<file path="src/hdl/smen_pkg.sv">
`timescale 1ns / 1ps

package smen_pkg;

  // Fixed field widths
  localparam int RANK_W  = 18;
  localparam int TAG_W   = 8;
  localparam int WIFE_W  = 2;
  localparam int IDX_W   = 3;
  localparam int CFG_A_W = 2;
  localparam int PEOPLE_DEF = 3;

  // At most this many stable matchings are reported per job
  localparam logic [IDX_W-1:0] MAX_SOLUTIONS = 3'd6;

  // Configuration register indexes
  localparam logic [CFG_A_W-1:0] REG_MAN_RANKS   = 2'd0;
  localparam logic [CFG_A_W-1:0] REG_WOMAN_RANKS = 2'd1;

  // Microprogram step addresses
  localparam logic [1:0] STEP_IDLE = 2'd0;
  localparam logic [1:0] STEP_SCAN = 2'd1;
  localparam logic [1:0] STEP_TERM = 2'd2;

  // Jump conditions
  typedef enum logic [1:0] {
    COND_ALWAYS,
    COND_NO_START,
    COND_MORE
  } cond_e;

  // One control word
  typedef struct packed {
    logic       load_job;
    logic       scan;
    logic       term;
    cond_e      cond;
    logic [1:0] target;
  } ctrl_t;

  // Datapath actions for the current cycle
  typedef struct packed {
    logic load_job;
    logic scan;
    logic term;
  } act_t;

  // Datapath status seen by the sequencer
  typedef struct packed {
    logic last_cand;
  } stat_t;

  // Control store: idle waits for a start, scan walks the candidates one per
  // cycle and falls through to the terminator after the last one.
  function automatic ctrl_t ucode(input logic [1:0] step);
    ctrl_t w;
    w = '{load_job: 1'b0, scan: 1'b0, term: 1'b0, cond: COND_ALWAYS, target: STEP_IDLE};
    unique case (step)
      STEP_IDLE: begin
        w.load_job = 1'b1;
        w.cond     = COND_NO_START;
        w.target   = STEP_IDLE;
      end
      STEP_SCAN: begin
        w.scan   = 1'b1;
        w.cond   = COND_MORE;
        w.target = STEP_SCAN;
      end
      STEP_TERM: begin
        w.term   = 1'b1;
        w.cond   = COND_ALWAYS;
        w.target = STEP_IDLE;
      end
      default: begin
        w.cond   = COND_ALWAYS;
        w.target = STEP_IDLE;
      end
    endcase
    return w;
  endfunction

endpackage

</file>
<file path="src/hdl/stable_matching_enumerator_core.sv">
`timescale 1ns / 1ps

// Brute-force stable matching enumerator. A start is taken while busy is
// low; the job then scans all PEOPLE**PEOPLE wife assignments, one per clock in
// the scan step of the microcoded sequencer, and strobes result_valid_o for one
// cycle per stable matching (at most six) and once more for the terminator with
// last_of_job_o set. A candidate's result appears in the cycle right after it
// is scanned. From one accept to the next, the job passes through the scan of
// every candidate, the terminator step, the terminator strobe and the idle step
// in which the next start is taken. Results cannot be held off by the receiver
// and must be taken in the cycle they are shown. The user must write rank
// tables through the cfg channel only while busy is low; the block itself does
// not enforce this. Tables written so apply from the next job.
module stable_matching_enumerator_core import smen_pkg::*; #(
  parameter int PEOPLE = PEOPLE_DEF
) (
  input  logic               clk_i,
  input  logic               rst_ni,
  input  logic               start,
  output logic               busy,
  input  logic [TAG_W-1:0]   job_tag_i,
  input  logic               cfg_valid_i,
  output logic               cfg_ready_o,
  input  logic [CFG_A_W-1:0] cfg_index_i,
  input  logic [RANK_W-1:0]  cfg_data_i,
  output logic               result_valid_o,
  output logic [WIFE_W-1:0]  wife_of_man_zero_o,
  output logic [WIFE_W-1:0]  wife_of_man_one_o,
  output logic [WIFE_W-1:0]  wife_of_man_two_o,
  output logic [IDX_W-1:0]   solution_index_o,
  output logic               is_solution_o,
  output logic               last_of_job_o,
  output logic [TAG_W-1:0]   echoed_tag_o
);

  act_t  act;
  stat_t stat;
  logic  running, accept;

  assign accept      = start & ~busy;
  assign busy        = running | result_valid_o;
  assign cfg_ready_o = 1'b1;

  smen_seq u_seq (
    .clk_i    (clk_i),
    .rst_ni   (rst_ni),
    .accept_i (accept),
    .stat_i   (stat),
    .act_o    (act),
    .running_o(running)
  );

  smen_datapath #(.PEOPLE(PEOPLE)) u_dp (
    .clk_i             (clk_i),
    .rst_ni            (rst_ni),
    .act_i             (act),
    .stat_o            (stat),
    .cfg_we_i          (cfg_valid_i & cfg_ready_o),
    .cfg_index_i       (cfg_index_i),
    .cfg_data_i        (cfg_data_i),
    .job_tag_i         (job_tag_i),
    .result_valid_o    (result_valid_o),
    .wife_of_man_zero_o(wife_of_man_zero_o),
    .wife_of_man_one_o (wife_of_man_one_o),
    .wife_of_man_two_o (wife_of_man_two_o),
    .solution_index_o  (solution_index_o),
    .is_solution_o     (is_solution_o),
    .last_of_job_o     (last_of_job_o),
    .echoed_tag_o      (echoed_tag_o)
  );

  // A result strobe always falls inside a busy window
  a_result_in_job: assert property (@(posedge clk_i) disable iff (!rst_ni)
    result_valid_o |-> busy)
    else $error("result strobe outside a job");

  // The terminator never claims to be a solution
  a_term_not_sol: assert property (@(posedge clk_i) disable iff (!rst_ni)
    (result_valid_o && last_of_job_o) |-> !is_solution_o)
    else $error("terminator marked as solution");

  // Solutions count from one
  a_sol_index: assert property (@(posedge clk_i) disable iff (!rst_ni)
    (result_valid_o && is_solution_o) |-> (solution_index_o != '0))
    else $error("solution with index zero");

  // An accepted start opens a job on the next cycle
  a_start_busy: assert property (@(posedge clk_i) disable iff (!rst_ni)
    accept |=> (busy && !result_valid_o))
    else $error("job did not start");

endmodule

</file>
<file path="src/hdl/smen_check.sv">
`timescale 1ns / 1ps

module smen_check import smen_pkg::*; #(
  parameter int PEOPLE = PEOPLE_DEF
) (
  input  logic [PEOPLE-1:0][WIFE_W-1:0] wife_i,
  input  logic [RANK_W-1:0]             man_ranks_i,
  input  logic [RANK_W-1:0]             woman_ranks_i,
  output logic                          perm_o,
  output logic                          stable_o
);

  // 2-bit rank at bit 2*(PEOPLE*who+whom); entries past the table read as 0
  function automatic logic [1:0] rank_of(input logic [RANK_W-1:0] tbl,
                                         input int unsigned who,
                                         input int unsigned whom);
    int unsigned sh;
    sh = 2 * (PEOPLE * who + whom);
    if (sh >= RANK_W) return 2'd0;
    return tbl[sh +: 2];
  endfunction

  logic [PEOPLE-1:0]                    seen;
  logic [PEOPLE-1:0][WIFE_W-1:0]        husband;
  logic                                 blocked;

  // Permutation test and husband table
  always_comb begin
    seen    = '0;
    perm_o  = 1'b1;
    husband = '0;
    for (int m = 0; m < PEOPLE; m++) begin
      if (seen[wife_i[m]]) perm_o = 1'b0;
      seen[wife_i[m]]    = 1'b1;
      husband[wife_i[m]] = WIFE_W'(m);
    end
  end

  // Blocking pair search over all man/woman pairs in parallel
  always_comb begin
    blocked = 1'b0;
    for (int m = 0; m < PEOPLE; m++) begin
      for (int w = 0; w < PEOPLE; w++) begin
        if (wife_i[m] != WIFE_W'(w)) begin
          if ((rank_of(man_ranks_i, m, w) < rank_of(man_ranks_i, m, 32'(wife_i[m]))) &&
              (rank_of(woman_ranks_i, w, m) <
               rank_of(woman_ranks_i, w, 32'(husband[w]))))
            blocked = 1'b1;
        end
      end
    end
    stable_o = ~blocked;
  end

endmodule

</file>
<file path="src/hdl/smen_seq.sv">
`timescale 1ns / 1ps

module smen_seq import smen_pkg::*; (
  input  logic  clk_i,
  input  logic  rst_ni,
  input  logic  accept_i,
  input  stat_t stat_i,
  output act_t  act_o,
  output logic  running_o
);

  logic [1:0] pc_q, pc_d;
  ctrl_t      word;
  logic       taken;

  // Fetch and branch resolution
  always_comb begin
    word = ucode(pc_q);
    unique case (word.cond)
      COND_ALWAYS:   taken = 1'b1;
      COND_NO_START: taken = ~accept_i;
      COND_MORE:     taken = ~stat_i.last_cand;
      default:       taken = 1'b1;
    endcase
    pc_d = taken ? word.target : pc_q + 2'd1;
  end

  // Action strobes; the job load only fires on an accepted start
  assign act_o.load_job = word.load_job & accept_i;
  assign act_o.scan     = word.scan;
  assign act_o.term     = word.term;
  assign running_o      = (pc_q != STEP_IDLE);

  always_ff @(posedge clk_i or negedge rst_ni) begin
    if (!rst_ni) begin
      pc_q <= STEP_IDLE;
    end else begin
      pc_q <= pc_d;
    end
  end

endmodule

</file>
<file path="src/hdl/smen_datapath.sv">
`timescale 1ns / 1ps

module smen_datapath import smen_pkg::*; #(
  parameter int PEOPLE = PEOPLE_DEF
) (
  input  logic               clk_i,
  input  logic               rst_ni,
  input  act_t               act_i,
  output stat_t              stat_o,
  input  logic               cfg_we_i,
  input  logic [CFG_A_W-1:0] cfg_index_i,
  input  logic [RANK_W-1:0]  cfg_data_i,
  input  logic [TAG_W-1:0]   job_tag_i,
  output logic               result_valid_o,
  output logic [WIFE_W-1:0]  wife_of_man_zero_o,
  output logic [WIFE_W-1:0]  wife_of_man_one_o,
  output logic [WIFE_W-1:0]  wife_of_man_two_o,
  output logic [IDX_W-1:0]   solution_index_o,
  output logic               is_solution_o,
  output logic               last_of_job_o,
  output logic [TAG_W-1:0]   echoed_tag_o
);

  localparam logic [WIFE_W-1:0] TOP_DIGIT = WIFE_W'(PEOPLE - 1);

  logic [RANK_W-1:0]             man_q, woman_q;
  logic [TAG_W-1:0]              tag_q;
  logic [IDX_W-1:0]              count_q;
  logic [PEOPLE-1:0][WIFE_W-1:0] wife_q, wife_inc;
  logic                          perm, stable, hit, carry;
  logic [2:0][WIFE_W-1:0]        wife_sel;
  logic                          valid_q;
  logic [2:0][WIFE_W-1:0]        wife_out_q;
  logic [IDX_W-1:0]              idx_q;
  logic                          sol_q, last_q;
  logic [TAG_W-1:0]              otag_q;

  smen_check #(.PEOPLE(PEOPLE)) u_check (
    .wife_i       (wife_q),
    .man_ranks_i  (man_q),
    .woman_ranks_i(woman_q),
    .perm_o       (perm),
    .stable_o     (stable)
  );

  // Odometer step: last man is the least significant digit
  always_comb begin
    wife_inc = wife_q;
    carry    = 1'b1;
    stat_o.last_cand = 1'b1;
    for (int i = PEOPLE - 1; i >= 0; i--) begin
      if (wife_q[i] != TOP_DIGIT) stat_o.last_cand = 1'b0;
      if (carry) begin
        if (wife_q[i] == TOP_DIGIT) begin
          wife_inc[i] = '0;
        end else begin
          wife_inc[i] = wife_q[i] + WIFE_W'(1);
          carry       = 1'b0;
        end
      end
    end
  end

  assign hit = act_i.scan & perm & stable & (count_q < MAX_SOLUTIONS);

  // Wife fields for the three output men; absent men read as 0
  for (genvar j = 0; j < 3; j++) begin : g_sel
    if (j < PEOPLE) begin : g_man
      assign wife_sel[j] = wife_q[j];
    end else begin : g_none
      assign wife_sel[j] = '0;
    end
  end

  // Rank tables
  always_ff @(posedge clk_i or negedge rst_ni) begin
    if (!rst_ni) begin
      man_q   <= '0;
      woman_q <= '0;
    end else if (cfg_we_i) begin
      if (cfg_index_i == REG_MAN_RANKS)   man_q   <= cfg_data_i;
      if (cfg_index_i == REG_WOMAN_RANKS) woman_q <= cfg_data_i;
    end
  end

  // Job state: tag, found count, candidate
  always_ff @(posedge clk_i or negedge rst_ni) begin
    if (!rst_ni) begin
      tag_q   <= '0;
      count_q <= '0;
      wife_q  <= '0;
    end else begin
      if (act_i.load_job) begin
        tag_q   <= job_tag_i;
        count_q <= '0;
        wife_q  <= '0;
      end
      if (act_i.scan) begin
        wife_q <= wife_inc;
        if (hit) count_q <= count_q + IDX_W'(1);
      end
    end
  end

  // Result register, one strobe cycle per result
  always_ff @(posedge clk_i or negedge rst_ni) begin
    if (!rst_ni) begin
      valid_q <= 1'b0;
    end else begin
      valid_q <= hit | act_i.term;
    end
  end

  always_ff @(posedge clk_i) begin
    if (hit) begin
      wife_out_q <= wife_sel;
      idx_q      <= count_q + IDX_W'(1);
      sol_q      <= 1'b1;
      last_q     <= 1'b0;
      otag_q     <= tag_q;
    end else if (act_i.term) begin
      wife_out_q <= '0;
      idx_q      <= count_q;
      sol_q      <= 1'b0;
      last_q     <= 1'b1;
      otag_q     <= tag_q;
    end
  end

  assign result_valid_o     = valid_q;
  assign wife_of_man_zero_o = wife_out_q[0];
  assign wife_of_man_one_o  = wife_out_q[1];
  assign wife_of_man_two_o  = wife_out_q[2];
  assign solution_index_o   = idx_q;
  assign is_solution_o      = sol_q;
  assign last_of_job_o      = last_q;
  assign echoed_tag_o       = otag_q;

endmodule

</file>
<file path="config.mk">
export PLATFORM = sky130hd
export DESIGN_NAME = stable_matching_enumerator_core
export DESIGN_NICKNAME = d
export VERILOG_FILES = /design/src/hdl/smen_pkg.sv /design/src/hdl/stable_matching_enumerator_core.sv /design/src/hdl/smen_check.sv /design/src/hdl/smen_seq.sv /design/src/hdl/smen_datapath.sv
export SDC_FILE = /design/constraint.sdc
export NUM_CORES = 1
export LEC_CHECK = 0
export BUFFER_PORTS_ARGS = -buffer_cell sky130_fd_sc_hd__buf_4
export CORE_MARGIN = 2
export CORE_UTILIZATION = 56
export CTS_BUF_LIST = sky130_fd_sc_hd__clkbuf_2
export CTS_CLUSTER_DIAMETER = 200
export DETAILED_ROUTE_END_ITERATION = 8
export PLACE_DENSITY = 0.81
export SKIP_CTS_REPAIR_TIMING = 1
export SYNTH_ARGS = -nofsm -noshare
export SYNTH_HDL_FRONTEND = slang
export SYNTH_HIERARCHICAL = 1
export SYNTH_SLANG_ARGS = --single-unit
</file>
<file path="constraint.sdc">
create_clock -name clk_i -period 5 [get_ports clk_i]
set_clock_uncertainty 0.15 [all_clocks]
set_input_delay 0 -clock clk_i [delete_from_list [all_inputs] [get_ports clk_i]]
set_output_delay 0 -clock clk_i [all_outputs]
set_load 0.02 [all_outputs]
</file>
==> out/results.txt <==
status: completed
#FFs+latches synth: 75
Post-synth EDFFs: 17
DR vias: 2973
Hold Fails Final Rpt: 0
full die area: 7900 sq um
Crit. End Element: flip-flop
CP max FO: 18
Ys Warns: 6
Clock transition at path regs: 240 ps
Worst-Margin Slew: 910 ps
Post-Route WL: 8570 um
Max-cap violations: 0
first-pass GRT wire length: 12700 um
Post-DRT Antenna Nets: 0
total gr overflow: 0
syn_nets: 385
IO Port Bufs: 52
top_reg_cell synth: dfrtp_1
WS Path Type: flip-flop to flip-flop
Area growth syn-to-layout: 25.0%
FP Rows: 30
initial antenna violation count: 0
Leakage: 2.18 nW
Final Core Density: 73.5%
initial DRC count: 154
Yosys top cell area share: 34.7%
min-delay worst type: primary input to flip-flop
power density cells: 506 nW/um^2
largest cells by area after synthesis: dfrtp_1, mux2_2, edfxtp_1
syn avg cell area: 12.1 sq um
CTS max path bufs: 2
post-synthesis cell area: 4040 sq um
Chip Width: 88.9 um
VDD IR-drop max: 0.217 mV
Filler cells: 487
total CTS buffers: 9
Synth Instances: 333
post-route DRC violation count: 0
cell area after placement: 4450 sq um
DR pass1 iterations: 4
ratio of cells with drive above 1 in the final layout: 30.9%
required time worst endpoint: 5080 ps
CTS tree: done
wire length per cell: 16.3 um
sequential area share after synthesis: 48.3%
asr flop ratio synth: 74.7%
Initial Util: 58.8%
Fin Setup TNS: 0 ps
fin crit share: 84.7%
Die H: 88.9 um
H-tree Lvls: 3
achievable frequency: 236 MHz
total track usage: 21.1%
fin crit period: 4240 ps
max-slew violation total from the final report: 0
endpoints failing setup: 0
Clk Latency, worst-skew pair: 560 ps
gpl congestion: 0.916
clk sink count: 75
Core Footprint: 6870 sq um
startpoint types: flip-flop
number of library cell types mapped by synthesis: 63
largest net degree at the start of global routing: 57
RSZ-0062 raised after global routing: no
DR vias/cell: 5.64
CTS root buf: clkbuf_2
Ports: 54
ANT cells: 0
Rel. slew slack: 39.1%
area leader, netlist: dfrtp_1
Nets: 478
hold_ws: 54.8 ps
vias in the first global route: 2632
critical path arrival: 4310 ps
DP HPWL: 5640 um
post-route cell area: 5050 sq um
==> cells by family after synthesis <==
logic type	synth area share, %
simple gates	13.2
flops	48.3
mux	17.7
compound gates	9.39
buf+inv	3.90
fa+ha+maj	6.94
xor+xnor	0.434
other cells	0.0929
==> cell usage after synthesis (all sizes together), types with 4 or more instances <==
master and count:
dfrtp 56, mux2 48, ha 20, edfxtp 17, nor2 17, a21oi 14, o21ai 14, buf 13
inv 13, mux2i 13, nand2 12, nor2b 10, nand3 9, and2 7, nand2b 7, nor3 4
==> registers in the layout (all words and copies together), names as in the netlist <==
signal,cells
u_dp/is_solution_o,1
u_dp/man_q,18
u_dp/tag_q,8
u_dp/wife_of_man_two_o,2
u_dp/woman_q,18
u_dp/solution_index_o,3
u_seq/pc_q,2
u_dp/count_q,3
u_dp/wife_q,6
u_dp/wife_of_man_zero_o,2
u_dp/echoed_tag_o,8
u_dp/result_valid_o,1
u_dp/last_of_job_o,1
u_dp/wife_of_man_one_o,2
==> critical path: stages, from the launching register on <==
cell and delay, ps:
dfrtp_1 740, nor2b_1 470, mux2i_1 250, nor2_1 50
a21oi_1 260, ha_1 210, a2111oi_0 60, a22oi_1 170
nand4_1 130, nor4_2 440, nand3_4 120, a21oi_2 390
or2_2 450
==> where the power goes <==
group	leakage, nW	total [W]	internal, W	switching [W]
Combinational	1.24	0.00112	0.000545	0.000572
Sequential	0.854	0.00102	0.000827	0.000198
Clock	0.0894	0.000411	0.000175	0.000235
==> metrics by stage <==
step | setup WS, ps | instances | power, W
after floorplan | 1620 | 333 | 0.00182
after global placement | 1030 | 468 | 0.00204
after detailed placement | 858 | 468 | 0.00209
after CTS | 785 | 484 | 0.00251
after global routing | 410 | 527 | 0.00274
final | 764 | 527 | 0.00255
==> final cells by class <==
type	instances	area [sq um]	share of cell area [%]
sequential	75	1950	38.7
multi-input combinational	231	1930	38.2
timing repair buffer	96	846	16.8
tap	96	120	2.38
clock inverter	7	106	2.11
inverter	13	48.8	0.967
clock buffer	9	45.0	0.893
==> worst paths after layout <==
check,cells past startpoint,start,end,slack [ps]
worst max-delay path,12,u_dp/wife_q[2],u_dp/wife_of_man_zero_o[0],760
worst min-delay path,3,job_tag_i[1],u_dp/tag_q[1],50
worst max register to register,12,u_dp/wife_q[2],u_dp/wife_of_man_zero_o[0],760
worst min register to register,0,u_dp/tag_q[7],u_dp/echoed_tag_o[7],330
max in group asynchronous,4,rst_ni,u_dp/man_q[13],4110
min in group asynchronous,4,rst_ni,u_dp/tag_q[1],330
==> cells in the final DEF (no fill, tap or decap), types with 6 or more instances in the layout <==
cell type,synthesis,layout
mux2_2,48,48
edfxtp_1,17,17
a21oi_1,13,13
mux2i_1,13,13
ha_1,20,20
buf_4,1,53
nor2b_1,9,9
nand2_1,12,12
clkbuf_2,0,9
dfrtp_1,56,56
nor2_1,16,16
and2_1,7,7
dlygate4sd3_1,0,42
inv_1,13,13
o21ai_0,13,13
nand2b_1,6,6
nand3_1,8,8
==> layer usage <==
layer  track usage [%]  wire (um)
met1              27.9       3640
met3              5.17        396
met4              7.85        192
met5                 0          0
met2              33.9       4340
(Power assumes the default switching activity.)
